`config.mk`:
```
export PLATFORM = sky130hd
export DESIGN_NAME = bti_axis
export DESIGN_NICKNAME = d
export VERILOG_FILES = /design/src/rtl/core/bti_pkg.sv /design/src/rtl/core/bti_axis.sv
export SDC_FILE = /design/constraint.sdc
export NUM_CORES = 2
export LEC_CHECK = 0
export BUFFER_PORTS_ARGS = -buffer_cell sky130_fd_sc_hd__buf_4
export CORE_MARGIN = 3
export CORE_UTILIZATION = 35
export CTS_BUF_LIST = sky130_fd_sc_hd__clkbuf_4
export DETAILED_ROUTE_END_ITERATION = 10
export GPL_ROUTABILITY_DRIVEN = 0
export SYNTH_ARGS = -nofsm -noshare
export SYNTH_HDL_FRONTEND = slang
export SYNTH_SLANG_ARGS = --single-unit
```
`constraint.sdc`:
```
create_clock -name clk -period 5.7 [get_ports clk]
set_input_delay 0 -clock clk [delete_from_list [all_inputs] [get_ports clk]]
set_output_delay 0 -clock clk [all_outputs]
set_load 0.02 [all_outputs]
```
`src/rtl/core/bti_pkg.sv`:
```
// shared constants, codes and types of the bilinear table interpolator
`timescale 1ns / 1ps
package bti_pkg;

	localparam int MAX_MACH_POINTS = 16;
	localparam int MAX_AOA_POINTS  = 16;
	localparam int FRAC_BITS       = 16;

	localparam int VAL_W     = 32;
	localparam int ACT_W     = 3;
	localparam int ROW_W     = 4;
	localparam int COL_W     = 4;
	localparam int CNT_W     = 5;
	localparam int CFG_IDX_W = 1;
	localparam int FRAC_W    = FRAC_BITS + 1;

	localparam int AX_MAX = (MAX_MACH_POINTS > MAX_AOA_POINTS) ? MAX_MACH_POINTS : MAX_AOA_POINTS;
	localparam int AX_IW  = (AX_MAX > 1) ? $clog2(AX_MAX) : 1;
	localparam int AX_CW  = $clog2(AX_MAX + 1);

	localparam int TBL_DEPTH = MAX_MACH_POINTS * MAX_AOA_POINTS;
	localparam int TBL_AW    = (TBL_DEPTH > 1) ? $clog2(TBL_DEPTH) : 1;

	// s1, s2, s3 and one stage per quotient bit
	localparam int AXIS_LAT = 3 + FRAC_BITS;

	localparam logic [FRAC_W-1:0] FRAC_ONE = {1'b1, {FRAC_BITS{1'b0}}};

	typedef enum logic [ACT_W-1:0] {
		ACT_MACH_PT = 3'd0,
		ACT_AOA_PT  = 3'd1,
		ACT_LIFT    = 3'd2,
		ACT_DRAG    = 3'd3,
		ACT_QUERY   = 3'd4
	} action_t;

	typedef enum logic [CFG_IDX_W-1:0] {
		CFG_MACH_COUNT = 1'b0,
		CFG_AOA_COUNT  = 1'b1
	} cfg_reg_t;

	typedef struct packed {
		logic                    en;
		logic [AX_IW-1:0]        idx;
		logic signed [VAL_W-1:0] data;
	} pt_wr_t;

	typedef struct packed {
		logic [AX_IW-1:0]  lo;
		logic [AX_IW-1:0]  hi;
		logic [FRAC_W-1:0] frac;
	} axis_res_t;

	typedef struct packed {
		logic [ACT_W-1:0]        action;
		logic [ROW_W-1:0]        row;
		logic [COL_W-1:0]        col;
		logic signed [VAL_W-1:0] wv;
		logic                    empty;
	} sb_t;

endpackage

```
`src/rtl/core/bti_axis.sv`:
```
// breakpoint store, bracket search and pipelined fraction divider for one axis
`timescale 1ns / 1ps
module bti_axis import bti_pkg::*; (
	input  logic                    clk,
	input  logic                    en,
	input  logic signed [VAL_W-1:0] x,
	input  logic [AX_CW-1:0]        n,
	input  pt_wr_t                  wr,
	output axis_res_t               res
);

	logic signed [VAL_W-1:0] pt_q [AX_MAX];
	logic signed [VAL_W-1:0] pt_mem [AX_MAX];
	logic [AX_MAX-1:0]       le;
	logic [AX_IW-1:0]        lo_c;
	logic [AX_IW-1:0]        hi_c;
	logic [AX_CW:0]          nxt;

	logic [AX_IW-1:0]        lo_s1, hi_s1, lo_s2, hi_s2, lo_s3, hi_s3;
	logic signed [VAL_W-1:0] x_s1, x_s2, plo_s2, phi_s2;
	logic signed [VAL_W:0]   num, den;
	logic [VAL_W:0]          rem_s3, den_s3;
	logic                    zero_s3, one_s3;

	// quotient stages, indexed by stage
	logic [VAL_W:0]          div_rem_s [FRAC_BITS];
	logic [VAL_W:0]          div_den_s [FRAC_BITS];
	logic [FRAC_BITS-1:0]    div_q_s [FRAC_BITS];
	logic [AX_IW-1:0]        div_lo_s [FRAC_BITS];
	logic [AX_IW-1:0]        div_hi_s [FRAC_BITS];
	logic                    div_zero_s [FRAC_BITS];
	logic                    div_one_s [FRAC_BITS];

	always_comb begin
		for (int i = 0; i < AX_MAX; i++) begin
			le[i] = (pt_q[i] <= x) && (AX_CW'(i) < n);
		end
		lo_c = '0;
		for (int i = 0; i < AX_MAX; i++) begin
			if (le[i]) begin
				lo_c = AX_IW'(i);
			end
		end
		nxt = {1'b0, AX_CW'(lo_c)} + (AX_CW + 1)'(1);
		if (nxt >= {1'b0, n}) begin
			hi_c = AX_IW'(n - AX_CW'(1));
		end else begin
			hi_c = AX_IW'(nxt);
		end
	end

	always_ff @(posedge clk) begin
		if (wr.en) begin
			pt_q[wr.idx] <= wr.data;
		end
	end

	always_ff @(posedge clk) begin
		if (wr.en) begin
			pt_mem[wr.idx] <= wr.data;
		end
		if (en) begin
			plo_s2 <= pt_mem[lo_s1];
			phi_s2 <= pt_mem[hi_s1];
		end
	end

	assign num = $signed({x_s2[VAL_W-1], x_s2}) - $signed({plo_s2[VAL_W-1], plo_s2});
	assign den = $signed({phi_s2[VAL_W-1], phi_s2}) - $signed({plo_s2[VAL_W-1], plo_s2});

	always_ff @(posedge clk) begin
		if (en) begin
			lo_s1   <= lo_c;
			hi_s1   <= hi_c;
			x_s1    <= x;
			lo_s2   <= lo_s1;
			hi_s2   <= hi_s1;
			x_s2    <= x_s1;
			lo_s3   <= lo_s2;
			hi_s3   <= hi_s2;
			rem_s3  <= num;
			den_s3  <= den;
			zero_s3 <= (den <= 0) || (num <= 0);
			one_s3  <= num >= den;
		end
	end

	for (genvar k = 0; k < FRAC_BITS; k++) begin : g_div
		logic [VAL_W:0]       src_rem, src_den;
		logic [FRAC_BITS-1:0] src_q;
		logic [AX_IW-1:0]     src_lo, src_hi;
		logic                 src_zero, src_one;
		logic [VAL_W+1:0]     t;
		logic                 ge;

		if (k == 0) begin : g_first
			assign src_rem  = rem_s3;
			assign src_den  = den_s3;
			assign src_q    = '0;
			assign src_lo   = lo_s3;
			assign src_hi   = hi_s3;
			assign src_zero = zero_s3;
			assign src_one  = one_s3;
		end else begin : g_next
			assign src_rem  = div_rem_s[k-1];
			assign src_den  = div_den_s[k-1];
			assign src_q    = div_q_s[k-1];
			assign src_lo   = div_lo_s[k-1];
			assign src_hi   = div_hi_s[k-1];
			assign src_zero = div_zero_s[k-1];
			assign src_one  = div_one_s[k-1];
		end

		assign t  = {src_rem, 1'b0};
		assign ge = t >= {1'b0, src_den};

		always_ff @(posedge clk) begin
			if (en) begin
				div_rem_s[k]  <= ge ? VAL_W'(t - {1'b0, src_den}) + (VAL_W + 1)'(0)
						    : t[VAL_W:0];
				div_den_s[k]  <= src_den;
				div_q_s[k]    <= {src_q[FRAC_BITS-2:0], ge};
				div_lo_s[k]   <= src_lo;
				div_hi_s[k]   <= src_hi;
				div_zero_s[k] <= src_zero;
				div_one_s[k]  <= src_one;
			end
		end
	end

	always_comb begin
		res.lo = div_lo_s[FRAC_BITS-1];
		res.hi = div_hi_s[FRAC_BITS-1];
		if (div_zero_s[FRAC_BITS-1]) begin
			res.frac = '0;
		end else if (div_one_s[FRAC_BITS-1]) begin
			res.frac = FRAC_ONE;
		end else begin
			res.frac = {1'b0, div_q_s[FRAC_BITS-1]};
		end
	end

endmodule

```
# Yosys cells after proc, flatten, opt, wreduce, memory -nomap -nowiden
# Memory sizes are Yosys's and may differ from the RTL's. A register that Yosys moved wholly into a read port is not among the register bits.
# Cells that the tools add are included.
[word_totals]
ram_bits = 2496
register_bits = 156
mem_count = 9
input_bits = 76
word_cells = 145
[classes]
n_addsub = 20
n_lt_le_gt_ge = 50
n_reduce_logical = 16
n_mux = 38
[memory_table]
columns = ["name", "words", "word_bits", "read_ports", "rd_ports_with_merged_regs", "wr", "line_no", "source"]
rows = [
  ["div_den_s", 16, 33, 15, 0, 16, "bti_axis.sv:27", "logic [VAL_W:0] div_den_s [FRAC_BITS];"],
  ["div_rem_s", 16, 33, 15, 0, 16, "bti_axis.sv:26", "logic [VAL_W:0] div_rem_s [FRAC_BITS];"],
  ["pt_mem", 16, 32, 2, 2, 1, "bti_axis.sv:13", "logic signed [VAL_W-1:0] pt_mem [AX_MAX];"],
  ["pt_q", 16, 32, 15, 0, 1, "bti_axis.sv:12", "logic signed [VAL_W-1:0] pt_q [AX_MAX];"],
  ["div_q_s", 16, 16, 16, 0, 16, "bti_axis.sv:28", "logic [FRAC_BITS-1:0] div_q_s [FRAC_BITS];"],
  ["div_hi_s", 16, 4, 16, 0, 16, "bti_axis.sv:30", "logic [AX_IW-1:0] div_hi_s [FRAC_BITS];"],
  ["+3 memories", "-", "-", "-", "-", "-", "-", ""],
]
[ops]
columns = ["operator", "n"]
rows = [
  ["$ge 34x33->1", 16],
  ["$mux 33", 16],
  ["$sub 32x32->32", 16],
  ["$le 32x32->1", 15],
  ["$le 33x1->1 const B", 2],
  ["$sub 32x32->33", 2],
  ["$mux 4", 15],
  ["$lt 4x5->1 const A", 8],
  ["$mux 17", 2],
  ["$ge 33x33->1", 1],
  ["$lt 3x5->1 const A", 4],
  ["$logic_and 1x1->1", 15],
  ["$lt 2x5->1 const A", 2],
  ["$add 4x1->5 const B", 1],
  ["$ge 5x5->1", 1],
  ["$lt 1x5->1 const A", 1],
  ["$mux 1", 5],
  ["$sub 4x1->4 const B", 1],
  ["$logic_or 1x1->1", 1],
]

# Depth between registers and ports, before layout
# An unclocked memory read counts as a cell.
[logic_depth]
depth_word = 21
depth_mapped = 23

# Worst setup path after synthesis
# No wires, ideal clock.
[synth_path]
path_type = "register to register"
from = "memory pt_q[6][25]"
to = "register hi_s1[3] (data pin)"
period_less_slack_ns = 4.870
required_ns = 5.444
arrival_ns = 4.615
setup_ns = 0.256
path_stages_with_launch = 20
slack_ns = 0.830
cell_sequence = "edfxtp_1 > ha_1 > a21o_1 > a21o_1 > a221o_1 > a221o_1 > a2111oi_0 > a211oi_1 > a31o_2 > o2111a_1 > o31ai_1 > ha_1 > xor2_1 > ha_1 > nor2b_1 > o21ai_0 > nand2b_1 > a21oi_1 > o21ba_2 > a31o_2"
[synth_lines]
columns = ["item", "line_no", "source"]
rows = [
  ["start: declaration", "bti_axis.sv:12", ""],
  ["end signal: assignment", "bti_axis.sv:74", "hi_s1 <= hi_c;"],
  ["end: declaration", "bti_axis.sv:19", "logic [AX_IW-1:0] lo_s1, hi_s1, lo_s2, hi_s2, lo_s3, hi_s3;"],
]

==> impl_metrics.ini <==
[outcome]
status = completed

[timing]
slew_violations = 0
min_period_ns = 5.595
finalCritPeriodShare = 0.9815
fin_worst_skew_ns = 0.1510
hold_viol_final = 0
rsz0062_at_grt = no
worst_slew_pin_slew_ns = 1.335
holdWs_ns = 0.2083
setup_viol = 0
slew_headroom = 0.1101
timing.fmax_mhz = 178.7

[finish]
syn2layout_area_growth_pct = 14.12
drive_above_1_share = 0.1738
final_core_util = 0.4028
design_area_sq_mm = 0.1310
nets = 11074

[logic_synthesis]
ys_warn_count = 0
syn_avg_cell_area_sq_um = 12.73
yosys.area_share.xor_xnor = 0.03318
yosys.area.top_type_share = 0.5278
synthMuxAreaShare = 0.09064
ys_ff_latch = 2018
synth_compound_area_frac = 0.1130
yosysSeqAreaShare = 0.5278
synth.largest_area_cell = edfxtp_1
synth_edf_count = 2018
synthAdderAreaFrac = 0.1240
synth-simple-area-share = 0.07752
synthCells = 9019
synthTopCellsByCount = edfxtp_1, ha_1, inv_1
ys_types = 80
async_reset_ff_frac = 0
synth.area.top_cells = edfxtp_1, ha_1, mux4_2
syn_nets = 10223
synth_area_sq_mm = 0.1148
synth_top_family_by_area = adder cells
synth_flop_cell = edfxtp_1
synth.most_common_cell = edfxtp_1

[critical_path]
regToRegEndpoint = hi_s1[3]$_DFFE_PP_
path_class = reg2reg
ff2ff_setup_slack_ns = 0.11
required_ns = 6.92
end_kind = flop
startpoint_type = flop
r2r-start = pt_q[6][25]$_DFFE_PP_
crit_arrival_ns = 6.81
reg2regPathDepth = 20
crit_fanout = 6

[clock_network]
clock_path_buffers = 4
cts-htree-levels = 6
cts_buffers = 561
path_clk_slew_ns = 0.08
cts_root_buffer = clkbuf_4
cts.sinks = 2018
clock_latency_ns = 1.49
cts_tree = done

[worst_hold_path]
min_from = wr[6]
whs_path_depth = 3
hp-class = in2reg
whs_endpoint = pt_q[2][6]$_DFFE_PP_

[placement]
dp_hpwl_microns = 240100
place_area_sq_mm = 0.1218
port_buffers = 100

[floorplanning]
initial_core_util = 0.3530
die_h_microns = 578.8
rows = 209
die_width_microns = 578.8
pin_count = 101
core_area_sq_mm = 0.3253
dieArea_sq_mm = 0.3350

[grt]
grt_pass1_wl_microns = 493600
grt.total_usage = 0.1918
grt_overflow = 0
grt_pass1_vias = 81126
antenna_found_initial = 25
grt_max_degree = 161

[pwr]
peakVddDrop_v = 0.0002449
power.density_mw_per_mm2 = 493.3
p_leak_nw = 52.48

[route]
vias = 79734
wl_per_cell_microns = 22.44
finalWirelength_microns = 328000
viasPerCell = 5.456
firstDrtPassIters = 6
drtIter0Drc = 6516
drcViolationCount = 0
drtAntennaViolNets = 0

[flow_run]
cap_violations = 0
## state kept, by name (all words and copies together), names as in the netlist, 16 cells and up
name,count
div_one_s,16
div_den_s,495
pt_mem,160
div_zero_s,16
den_s3,33
div_rem_s,495
div_hi_s,64
x_s1,32
pt_q,352
x_s2,32
plo_s2,32
div_q_s,136
phi_s2,32
g_div.src_rem,33
div_lo_s,64
## where the power goes
group / total, W / internal [W] / switching, W
Clock: 0.0134 / 0.00705 / 0.00632
Combinational: 0.0284 / 0.0125 / 0.0159
Sequential: 0.0228 / 0.0209 / 0.00191
## layout by cell type (no fill, tap or decap), types with 23 or more instances in the layout
cell / n
a2111oi_0: 24
a211o_1: 25
a211oi_1: 53
a21boi_0: 23
a21o_1: 336
a21oi_1: 578
a31oi_1: 66
and2_1: 62
and3_1: 52
and4_1: 26
buf_4: 243
clkbuf_4: 766
clkinv_1: 113
clkinv_2: 33
dlygate4sd3_1: 199
edfxtp_1: 2018
ha_1: 1111
inv_1: 854
mux2_2: 262
mux2i_1: 25
mux4_2: 320
nand2_1: 430
nand2b_1: 86
nand3_1: 120
nand4_1: 170
nor2_1: 436
nor2b_1: 105
nor3_1: 119
nor4_1: 27
o211ai_1: 46
o21a_1: 105
o21ai_0: 405
o21bai_1: 77
o31ai_1: 40
or2_2: 33
or3_1: 46
xnor2_1: 282
xor2_1: 153
## layer usage
layer / track usage / routed length [microns] / up-vias
li1: - / - / 36569
met1: 0.2238 / 125600 / 38960
met2: 0.3226 / 157500 / 3253
met3: 0.04151 / 23510 / 934
met4: 0.1171 / 21250 / 18
met5: 0 / 138 / -
## cells by family (layout without fill, tap and decap cells)
family	count (synthesis)	after routing
XOR/XNOR	435	435
multiplexers	607	607
buffers and inverters	1021	2273
AND/OR/NAND/NOR	1794	1794
adder cells (fa/ha/maj)	1128	1128
flip-flops	2018	2018
other	0	17
AO/OA/AOI/OAI	2016	2016
## worst max-delay path by stage
stage,startpoint,to,slack [ns],cells past startpoint
CTS,pt_mem[13][13]$_DFFE_PP_,hi_s1[3]$_DFFE_PP_,0.17,20
detailed placement,x[31],hi_s1[3]$_DFFE_PP_,-0.05,22
global placement,x[14],hi_s1[3]$_DFFE_PP_,-0.16,22
global route,pt_q[6][31]$_DFFE_PP_,hi_s1[3]$_DFFE_PP_,0.001,21
finish,pt_q[6][25]$_DFFE_PP_,hi_s1[3]$_DFFE_PP_,0.11,20
floorplan,pt_q[6][25]$_DFFE_PP_,hi_s1[3]$_DFFE_PP_,0.83,19
## worst max-delay path, stage by stage, from the launching register on
cell and delay (ns):
edfxtp_1 0.40, ha_1 0.33, a21o_1 0.20, a21o_1 0.19, a221o_1 0.37, a221o_1 0.47, a2111oi_0 0.48, a211oi_1 0.17
a31o_2 0.25, o2111a_1 0.23, o31ai_1 0.40, ha_1 0.29, xor2_1 0.25, ha_1 0.27, nor2b_1 0.13, o21ai_0 0.16
nand2b_1 0.10, a21oi_1 0.20, buf_4 0.18, o21ba_2 0.15, a31o_2 0.21
## through the flow
step | setup slack, ns | setup TNS (ns) | total power, W | cells
final | 0.1053 | 0 | 0.06464 | 14613
after global routing | 0.001003 | 0 | 0.06910 | 14598
after CTS | 0.1711 | 0 | 0.06498 | 14596
after detailed placement | -0.04699 | -0.06477 | 0.05101 | 13432
after global placement | -0.1634 | -0.3193 | 0.05016 | 13432
after floorplan | 0.8296 | 0 | 0.04296 | 9019
## final cells by class
type / count / area, sq um
multi-input cells: 5980 / 50580
inverters: 854 / 3206
diodes: 17 / 42.54
fillers: 30598 / 194300
clock inverters: 198 / 1358
repair buffers: 455 / 4091
clock buffers: 766 / 5751
flip-flops and latches: 2018 / 60600
well taps: 4325 / 5411
## timing repair
item | in CTS | in global routing
setup endpoints to repair | 2 | 2
gates cloned | 0 | 0
resized for setup | 2 | 3
hold buffers | 200 | 0
setup buffers | 0 | 0
hold endpoints to repair | 2570 | 0
pin swaps | 0 | 1
Power figures use the tool's default switching activity.
